$ cat config.mk
export PLATFORM = sky130hd
export DESIGN_NAME = cumt_ctrl
export DESIGN_NICKNAME = d
export VERILOG_FILES = /design/src/rtl/cumt_pkg.sv /design/src/rtl/cumt_ctrl.sv
export SDC_FILE = /design/constraint.sdc
export NUM_CORES = 1
export LEC_CHECK = 0
export BUFFER_PORTS_ARGS = -buffer_cell sky130_fd_sc_hd__buf_2
export CAP_MARGIN = 40
export CORE_AREA = 2 2 39 41
export CTS_CLUSTER_SIZE = 8
export DETAILED_ROUTE_END_ITERATION = 10
export DIE_AREA = 0 0 41 43
export GPL_TIMING_DRIVEN = 1
export PLACE_DENSITY_LB_ADDON = 0.3
export SLEW_MARGIN = 25
export SYNTH_ARGS = -nofsm -noshare
export SYNTH_HDL_FRONTEND = slang
export SYNTH_SLANG_ARGS = --single-unit
$ cat constraint.sdc
create_clock -name aclk -period 1.2 [get_ports aclk]
set_input_delay 0.24 -clock aclk [delete_from_list [all_inputs] [get_ports aclk]]
set_output_delay 0.24 -clock aclk [all_outputs]
set_load 0.05 [all_outputs]
$ cat src/rtl/cumt_pkg.sv
// shared types and constants for the card to owner match table
package cumt_pkg;

    localparam logic [7:0] EMPTY_OWNER = 8'hFF;
    localparam int RESULT_CAP = 32;
    localparam int CNT_W = 6;

    typedef enum logic [2:0] {
        FN_LOOKUP = 3'd0,
        FN_INSERT = 3'd1,
        FN_DELETE = 3'd2,
        FN_ALLOC  = 3'd3,
        FN_LIST   = 3'd4
    } func_t;

    typedef enum logic [3:0] {
        ST_IDLE = 4'b0001,
        ST_SCAN = 4'b0010,
        ST_BMAP = 4'b0100,
        ST_FIN  = 4'b1000
    } state_t;

    typedef struct packed {
        logic load;
        logic scan;
        logic bmap;
        logic fin;
    } cmd_t;

    typedef struct packed {
        logic scan_done;
        logic bmap_done;
        logic need_bmap;
        logic out_free;
    } sts_t;

    typedef struct packed {
        logic [63:0] nonce_low;
        logic [63:0] nonce_high;
        logic [63:0] code;
    } entry_t;

endpackage

$ cat src/rtl/cumt_ctrl.sv
// operation sequencer: idle, table scan, id bitmap scan, final result
module cumt_ctrl (
    input  logic           aclk,
    input  logic           aresetn,
    input  logic           s_tvalid,
    output logic           s_tready,
    input  cumt_pkg::sts_t sts,
    output cumt_pkg::cmd_t cmd
);

    cumt_pkg::state_t state_reg;
    cumt_pkg::state_t state_next;

    always_ff @(posedge aclk) begin
        if (!aresetn) begin
            state_reg <= cumt_pkg::ST_IDLE;
        end else begin
            state_reg <= state_next;
        end
    end

    always_comb begin
        state_next = state_reg;
        unique case (state_reg)
            cumt_pkg::ST_IDLE: begin
                if (s_tvalid) state_next = cumt_pkg::ST_SCAN;
            end
            cumt_pkg::ST_SCAN: begin
                if (sts.scan_done) begin
                    state_next = sts.need_bmap ? cumt_pkg::ST_BMAP : cumt_pkg::ST_FIN;
                end
            end
            cumt_pkg::ST_BMAP: begin
                if (sts.bmap_done) state_next = cumt_pkg::ST_FIN;
            end
            cumt_pkg::ST_FIN: begin
                if (sts.out_free) state_next = cumt_pkg::ST_IDLE;
            end
            default: state_next = cumt_pkg::ST_IDLE;
        endcase
    end

    assign s_tready = (state_reg == cumt_pkg::ST_IDLE);

    always_comb begin
        cmd.load = (state_reg == cumt_pkg::ST_IDLE) && s_tvalid;
        cmd.scan = (state_reg == cumt_pkg::ST_SCAN);
        cmd.bmap = (state_reg == cumt_pkg::ST_BMAP);
        cmd.fin  = (state_reg == cumt_pkg::ST_FIN) && sts.out_free;
    end

endmodule

### Word level (Yosys, flattened, before mapping)

Index checks and enable logic that the tools add are counted.
W data, S select, Z words.

* flip-flop bits (word level): 4
* bits in latches: 0
* bits in writable memories: 0
* memory bits (read-only): 0
* output and inout port bits: 5
* word-level logic and storage cells: 18
* memories kept: 0

* $add $sub $neg: 0
* multipliers: 0
* div/mod/pow operators: 0
* magnitude comparators: 0
* equality and inequality tests: 8
* shift-type cells: 0
* mux-type cells: 6
* bitwise operators: 0
* reductions and logical operators: 3

Operator list (count)
* $mux W4: 5
* $pmux W4 S4: 1
* $ne A2 B2 Y1 const B: 4
* $eq A4 B1 Y1 const B: 1
* $eq A4 B2 Y1 const B: 1
* $eq A4 B3 Y1 const B: 1
* $eq A4 B4 Y1 const B: 1
* $reduce_and A4 Y1: 1
* $logic_and A1 B1 Y1: 2

### Depth between registers and ports, before layout

Gate-level depths: netlist of the first run.

* depth after elaboration: 3
* gate-level depth with buffers: 5
* mapped depth without buffers: 4

### Worst setup path after synthesis of the first run

OpenSTA, ideal clock, no wires.

* kind: flip-flop to output port
* start: reg state_reg[2]
* end: out cmd[1] (netlist bit)
* arrival time: 2.166 ns
* data required time: 0.960 ns
* path slack: -1.206 ns
* stages on the path, launching flop included: 3
* buffers on the path: 1
* cells stage by stage: dfxtp_1 > buf_6 > nor4b_1

RTL lines
* start: declaration: RTL line cumt_ctrl.sv:11 `cumt_pkg::state_t state_reg;`
* start signal: assignment: RTL line cumt_ctrl.sv:16 `state_reg <= cumt_pkg::ST_IDLE;`
* start signal: assignment: RTL line cumt_ctrl.sv:18 `state_reg <= state_next;`
* end: declaration: RTL line cumt_ctrl.sv:8 `output cumt_pkg::cmd_t cmd`

==> flow_metrics.tcl, run 1 <==
set metrics [dict create \
    outcome "finished, violations left" \
    failed_checks "setup timing" \
    numPortBuffers 11 \
    clkTransAtPathRegs_ns 0.04 \
    drt-total-wl_um 933 \
    yosysUniqueCellTypes 24 \
    grt_overflow 0 \
    viasPerCell 4.51 \
    io_pins 12 \
    drt_iter0_markers 1 \
    nFillCells 129 \
    grt_pass1_wl_mm 1.44 \
    required_ns 0.96 \
    ys.warnings.count 0 \
    leakagePower_uw 0.000292 \
    clk_latency_ns 0.23 \
    hold_path_class "in -> reg" \
    fin_crit_ns 1.44 \
    final-setup-viol-count 9 \
    die_h_um 43 \
    crit_path_start_kind "flop" \
    syn_inst 38 \
    fin_skew_ns 0.00573 \
    cts_htree_levels 1 \
    final.setup.tns_ns -1.73 \
    gp_congestion 0.708 \
    cp_data_arrival_time_ns 1.20 \
    fp.dieW_um 41 \
    finalMaxSlewViolations 0 \
    design.core.area_um2 1380 \
    post-route-period-util_pct 120 \
    worstMarginPinSlew_ns 0.265 \
    rsz0062_at_grt "yes" \
    setup_ws_ns -0.237 \
    synth_nets 45 \
    worstSetupStartpoint "state_reg[2]" \
    firstDrtPassIters 2 \
    slew_headroom_pct 82.3 \
    ys_seq_area_share_pct 21.5 \
    area_delta_synth_final_pct 80.5 \
    cts_root_buffer "clkbuf_4" \
    cp_max_fo 4 \
    netlist_area_um2 373 \
    syn_area_per_cell_um2 9.81 \
    rr_endpoint "state_reg[2]" \
    worstHoldPathCells 2 \
    ir_drop_uv 437 \
    drc 0 \
    clock_path_buffers 2 \
    rr_worst_depth 6 \
    maxCapViolCount 0 \
    grt_pass1_vias 371 \
    hold_violations 0 \
    hold_start "aresetn" \
    grt_max_degree 7 \
    end_kind "output port" \
    num_vias 374 \
    dpl.hpwl_um 725 \
    numCtsBuffers 3 \
    drtAntennaViolNets 0 \
    detail_route.wl_per_cell_um 11.2 \
    clkSinkCount 4 \
    dieArea_um2 1760 \
    worstSetupPathType "reg -> out" \
    antenna_found_initial 0 \
    start_util_pct 26.9 \
    synth-seq-cells 4 \
    crit_end "cmd[3]" \
    utilization_pct 48.6 \
    largest_register_ffs 4 \
    cts_tree "done" \
    track_usage_pct 12.6 \
    max_freq_ghz 0.696 \
    p_per_area_nw_per_um2 907 \
    antenna_cells 0 \
    rr_startpoint "state_reg[3]" \
    rows 14 \
    reg2reg_slack_ns -0.19 \
    fin_nets 76 \
    drive_gt1_share_pct 71.6 \
]
==> through the flow <==
stage | power (uW) | hold slack (ns) | instance area, um2 | worst slack (ns) | std cells
after floorplan | 325 | 0.319 | 404 | -0.525 | 38
after global placement | 400 | 0.485 | 547 | -0.156 | 76
after detailed placement | 400 | 0.487 | 547 | -0.173 | 76
after CTS | 617 | 0.239 | 666 | -0.263 | 82
after global routing | 646 | 0.260 | 673 | -0.286 | 83
final | 611 | 0.243 | 673 | -0.237 | 83
==> cells in the mapped netlist (all sizes together) <==
library cell  number  area, um2
mux2               1       11.3
mux2i              2       20.0
nor3b              3       38.8
o21ai              3       18.8
nor4b              3       47.5
inv                1       3.75
a31oi              1       6.26
buf                4       45.0
dfxtp              4       80.1
nand3              2       10.0
xor2               1       8.76
o221ai             1       8.76
nor2b              1       6.26
o31ai              1       21.3
nor2               4       15.0
and2               1       8.76
a21oi              1       5.00
nor4               1       6.26
nand2              3       11.3
==> cell usage in the layout, fill, tap and decap left out <==
cell type / count
buf_4: 16
buf_2: 6
buf_6: 6
nor2_1: 4
nor4b_4: 3
nand2_1: 3
clkbuf_4: 3
dfxtp_4: 3
o21ai_0: 2
nand3_1: 2
mux2i_1: 2
buf_8: 2
and2_4: 1
nor4_4: 1
inv_1: 1
nor3b_2: 1
a21oi_2: 1
nor3b_1: 1
nor3b_4: 1
o21ai_2: 1
o31ai_4: 1
xor2_1: 1
o221ai_1: 1
mux2_2: 1
a31oi_1: 1
nor2b_1: 1
dfxtp_2: 1
==> power by group <==
group	internal [uW]	switching, uW
Clock	112	51.5
Combinational	156	140
Sequential	140	12.4
Total	407	204
==> worst min path at each step <==
stage / end
after floorplan: state_reg[0]
after global placement: state_reg[0]
after detailed placement: state_reg[0]
after CTS: state_reg[0]
after global routing: state_reg[0]
final: state_reg[0]
==> cells by family after synthesis <==
| logic type | synth area share, % |
|---|---|
| and+or+nand+nor | 38.6 |
| AOI/OAI and AO/OA | 16.1 |
| buffers and inverters | 13.1 |
| DFF | 21.5 |
| muxes | 8.39 |
| xor gates and xnor gates | 2.35 |
==> per-layer routing <==
metal / share of wire, % / up-vias / GRT usage, %
met1: 43 / 164 / 14.2
met4: 1.6 / 0 / 12.0
li1: - / 198 / -
met5: 0 / - / 0
met2: 52 / 10 / 18.8
met3: 3.0 / 2 / 1.57
==> critical path, stage by stage (launching register included) <==
cell     delay (ns)
dfxtp_4        0.35
nor4b_4        0.28
and2_4         0.19
buf_8          0.14
==> area by class of cell <==
type                            instances  area (um2)  area share [%]
Multi-Input combinational cell         29         287            42.6
Timing Repair Buffer                   30         248            36.8
Sequential cell                         4        92.6            13.8
Clock buffer                            3        22.5            3.35
Tap cell                               16        20.0            2.97
Inverter                                1        3.75           0.558
==> repair_timing <==
| action | in CTS | in global routing |
|---|---|---|
| setup endpoints to repair | 8 | 9 |
| hold buffers | 0 | 0 |
| resized for setup | 23 | 0 |
| setup buffers | 3 | 1 |
| pin swaps | 8 | 4 |
No activity file was read; power rests on OpenSTA's default activity.
==> inputs of run 2 (changes only) <==
--- a/config.mk
+++ b/config.mk
@@ -13,6 +13,7 @@
 export DIE_AREA = 0 0 41 43
 export GPL_TIMING_DRIVEN = 1
 export PLACE_DENSITY_LB_ADDON = 0.3
+export REMOVE_ABC_BUFFERS = 1
 export SLEW_MARGIN = 25
 export SYNTH_ARGS = -nofsm -noshare
 export SYNTH_HDL_FRONTEND = slang
==> flow_metrics.tcl, run 2 (same netlist as run 1, synthesis figures left out) <==
set metrics [dict create \
    outcome "finished, violations left" \
    failed_checks "setup timing" \
    leakagePower_uw 0.000285 \
    setup_ws_ns -0.272 \
    track_usage_pct 13.4 \
    worstMarginPinSlew_ns 0.248 \
    final.setup.tns_ns -1.79 \
    clock_path_buffers 2 \
    fin_crit_ns 1.47 \
    gp_congestion 0.653 \
    p_per_area_nw_per_um2 944 \
    cts_hold_buf 0 \
    drc 0 \
    slowest_delay_ns 0.37 \
    start_util_pct 26.9 \
    drt-total-wl_um 921 \
    cp.depth 3 \
    firstDrtPassIters 1 \
    post-route-period-util_pct 123 \
    max_freq_ghz 0.679 \
    path_buf_inv 2 \
    io_pins 12 \
    numCtsBuffers 3 \
    rows 14 \
    num_vias 382 \
    end_kind "output port" \
    dp_slack_ns -0.235 \
    hold_violations 0 \
    clkSinkCount 4 \
    cts_tree "done" \
    dieArea_um2 1760 \
    rr_worst_depth 6 \
    grt_overflow 0 \
    drive_gt1_share_pct 72.7 \
    final-setup-viol-count 9 \
    final_common_cell "buf_4" \
    slew_headroom_pct 83.4 \
    fp.dieW_um 41 \
    totalPowerFinal_uw 620 \
    cp_data_arrival_time_ns 1.23 \
    grt_max_degree 12 \
    cp_max_fo 6 \
    numPortBuffers 11 \
    viasPerCell 4.66 \
    worstHoldPathCells 2 \
    drtAntennaViolNets 0 \
    utilization_pct 47.5 \
    die_h_um 43 \
    crit_path_start_kind "flop" \
    drt_iter0_markers 0 \
    mostFrequentLayoutCells "buf_4, buf_2, nor2_1, buf_6, dfxtp_4" \
    design.core.area_um2 1380 \
    required_ns 0.96 \
    area_delta_synth_final_pct 76.2 \
    grt_pass1_wl_mm 1.55 \
    critical-path-slowest-cell "dfxtp_4" \
    fin_nets 75 \
    hold_path_class "in -> reg" \
    clk_latency_ns 0.23 \
    fin_skew_ns 0.00225 \
    maxCapViolCount 0 \
    cts_htree_levels 1 \
    cp_common_cell "buf_4" \
    antenna_cells 0 \
    crit_family "buffers and inverters" \
    antenna_found_initial 0 \
    ir_drop_uv 425 \
    nFillCells 142 \
    grt_pass1_vias 393 \
    finalMaxSlewViolations 0 \
    worstPathCellList "buf_4 > nor4b_2 > buf_4" \
    detail_route.wl_per_cell_um 11.2 \
    cts_root_buffer "clkbuf_4" \
    worstSetupPathType "reg -> out" \
    largest_register_ffs 4 \
    clkTransAtPathRegs_ns 0.04 \
    rsz0062_at_grt "yes" \
]
[run 2: cell count changes in the layout (fill, tap and decap cells not counted)]
| cell | previous run | this run |
|---|---|---|
| nor3b_1 | 1 | 0 |
| dfxtp_4 | 3 | 4 |
| buf_6 | 6 | 4 |
| nor3b_2 | 1 | 2 |
| dfxtp_2 | 1 | 0 |
| buf_4 | 16 | 17 |
| nor4b_4 | 3 | 2 |
| nor4b_2 | 0 | 1 |
[run 2: power breakdown]
| group | total, uW | internal [uW] | switching, uW |
|---|---|---|---|
| logic | 297 | 163 | 133 |
| registers | 157 | 140 | 17.0 |
| clock network | 166 | 112 | 54.1 |
| total | 620 | 416 | 204 |
[run 2: repair_timing]
item	4_1_cts	5_1_grt
endpoints found under the setup margin	9	9
buffers inserted	4	3
pin swaps	2	3
gates resized for setup	21	6
[run 2: area by class of cell]
| type | count | area [um2] | area share [%] |
|---|---|---|---|
| Clock buffer | 3 | 22.5 | 3.43 |
| Inverter | 1 | 3.75 | 0.571 |
| Multi-Input combinational cell | 29 | 283 | 43.0 |
| Sequential cell | 4 | 95.1 | 14.5 |
| Tap cell | 16 | 20.0 | 3.05 |
| Timing Repair Buffer | 29 | 233 | 35.4 |
[run 2: final timing paths]
kind | start | endpoint | slack (ns)
worst max-delay path | state_reg[3] | cmd[1] | -0.27
worst min-delay path | aresetn | state_reg[0] | 0.25
worst max register to register | state_reg[3] | state_reg[2] | -0.20
worst min register to register | state_reg[3] | state_reg[3] | 0.53
[run 2: per-stage QoR]
step	hold slack, ns	instances	area, um2
finish	0.254	82	657
CTS	0.243	79	607
detailed placement	0.493	72	485
global placement	0.479	72	485
floorplan	0.319	34	328
global route	0.265	82	657
[run 2: routing by layer]
| layer | track usage, % | wire length, um | vias up |
|---|---|---|---|
| li1 | - | - | 198 |
| met1 | 14.6 | 374 | 175 |
| met2 | 20.9 | 502 | 9 |
| met3 | 4.71 | 44 | 0 |
| met4 | 8.00 | 0 | 0 |
| met5 | 0 | 0 | - |
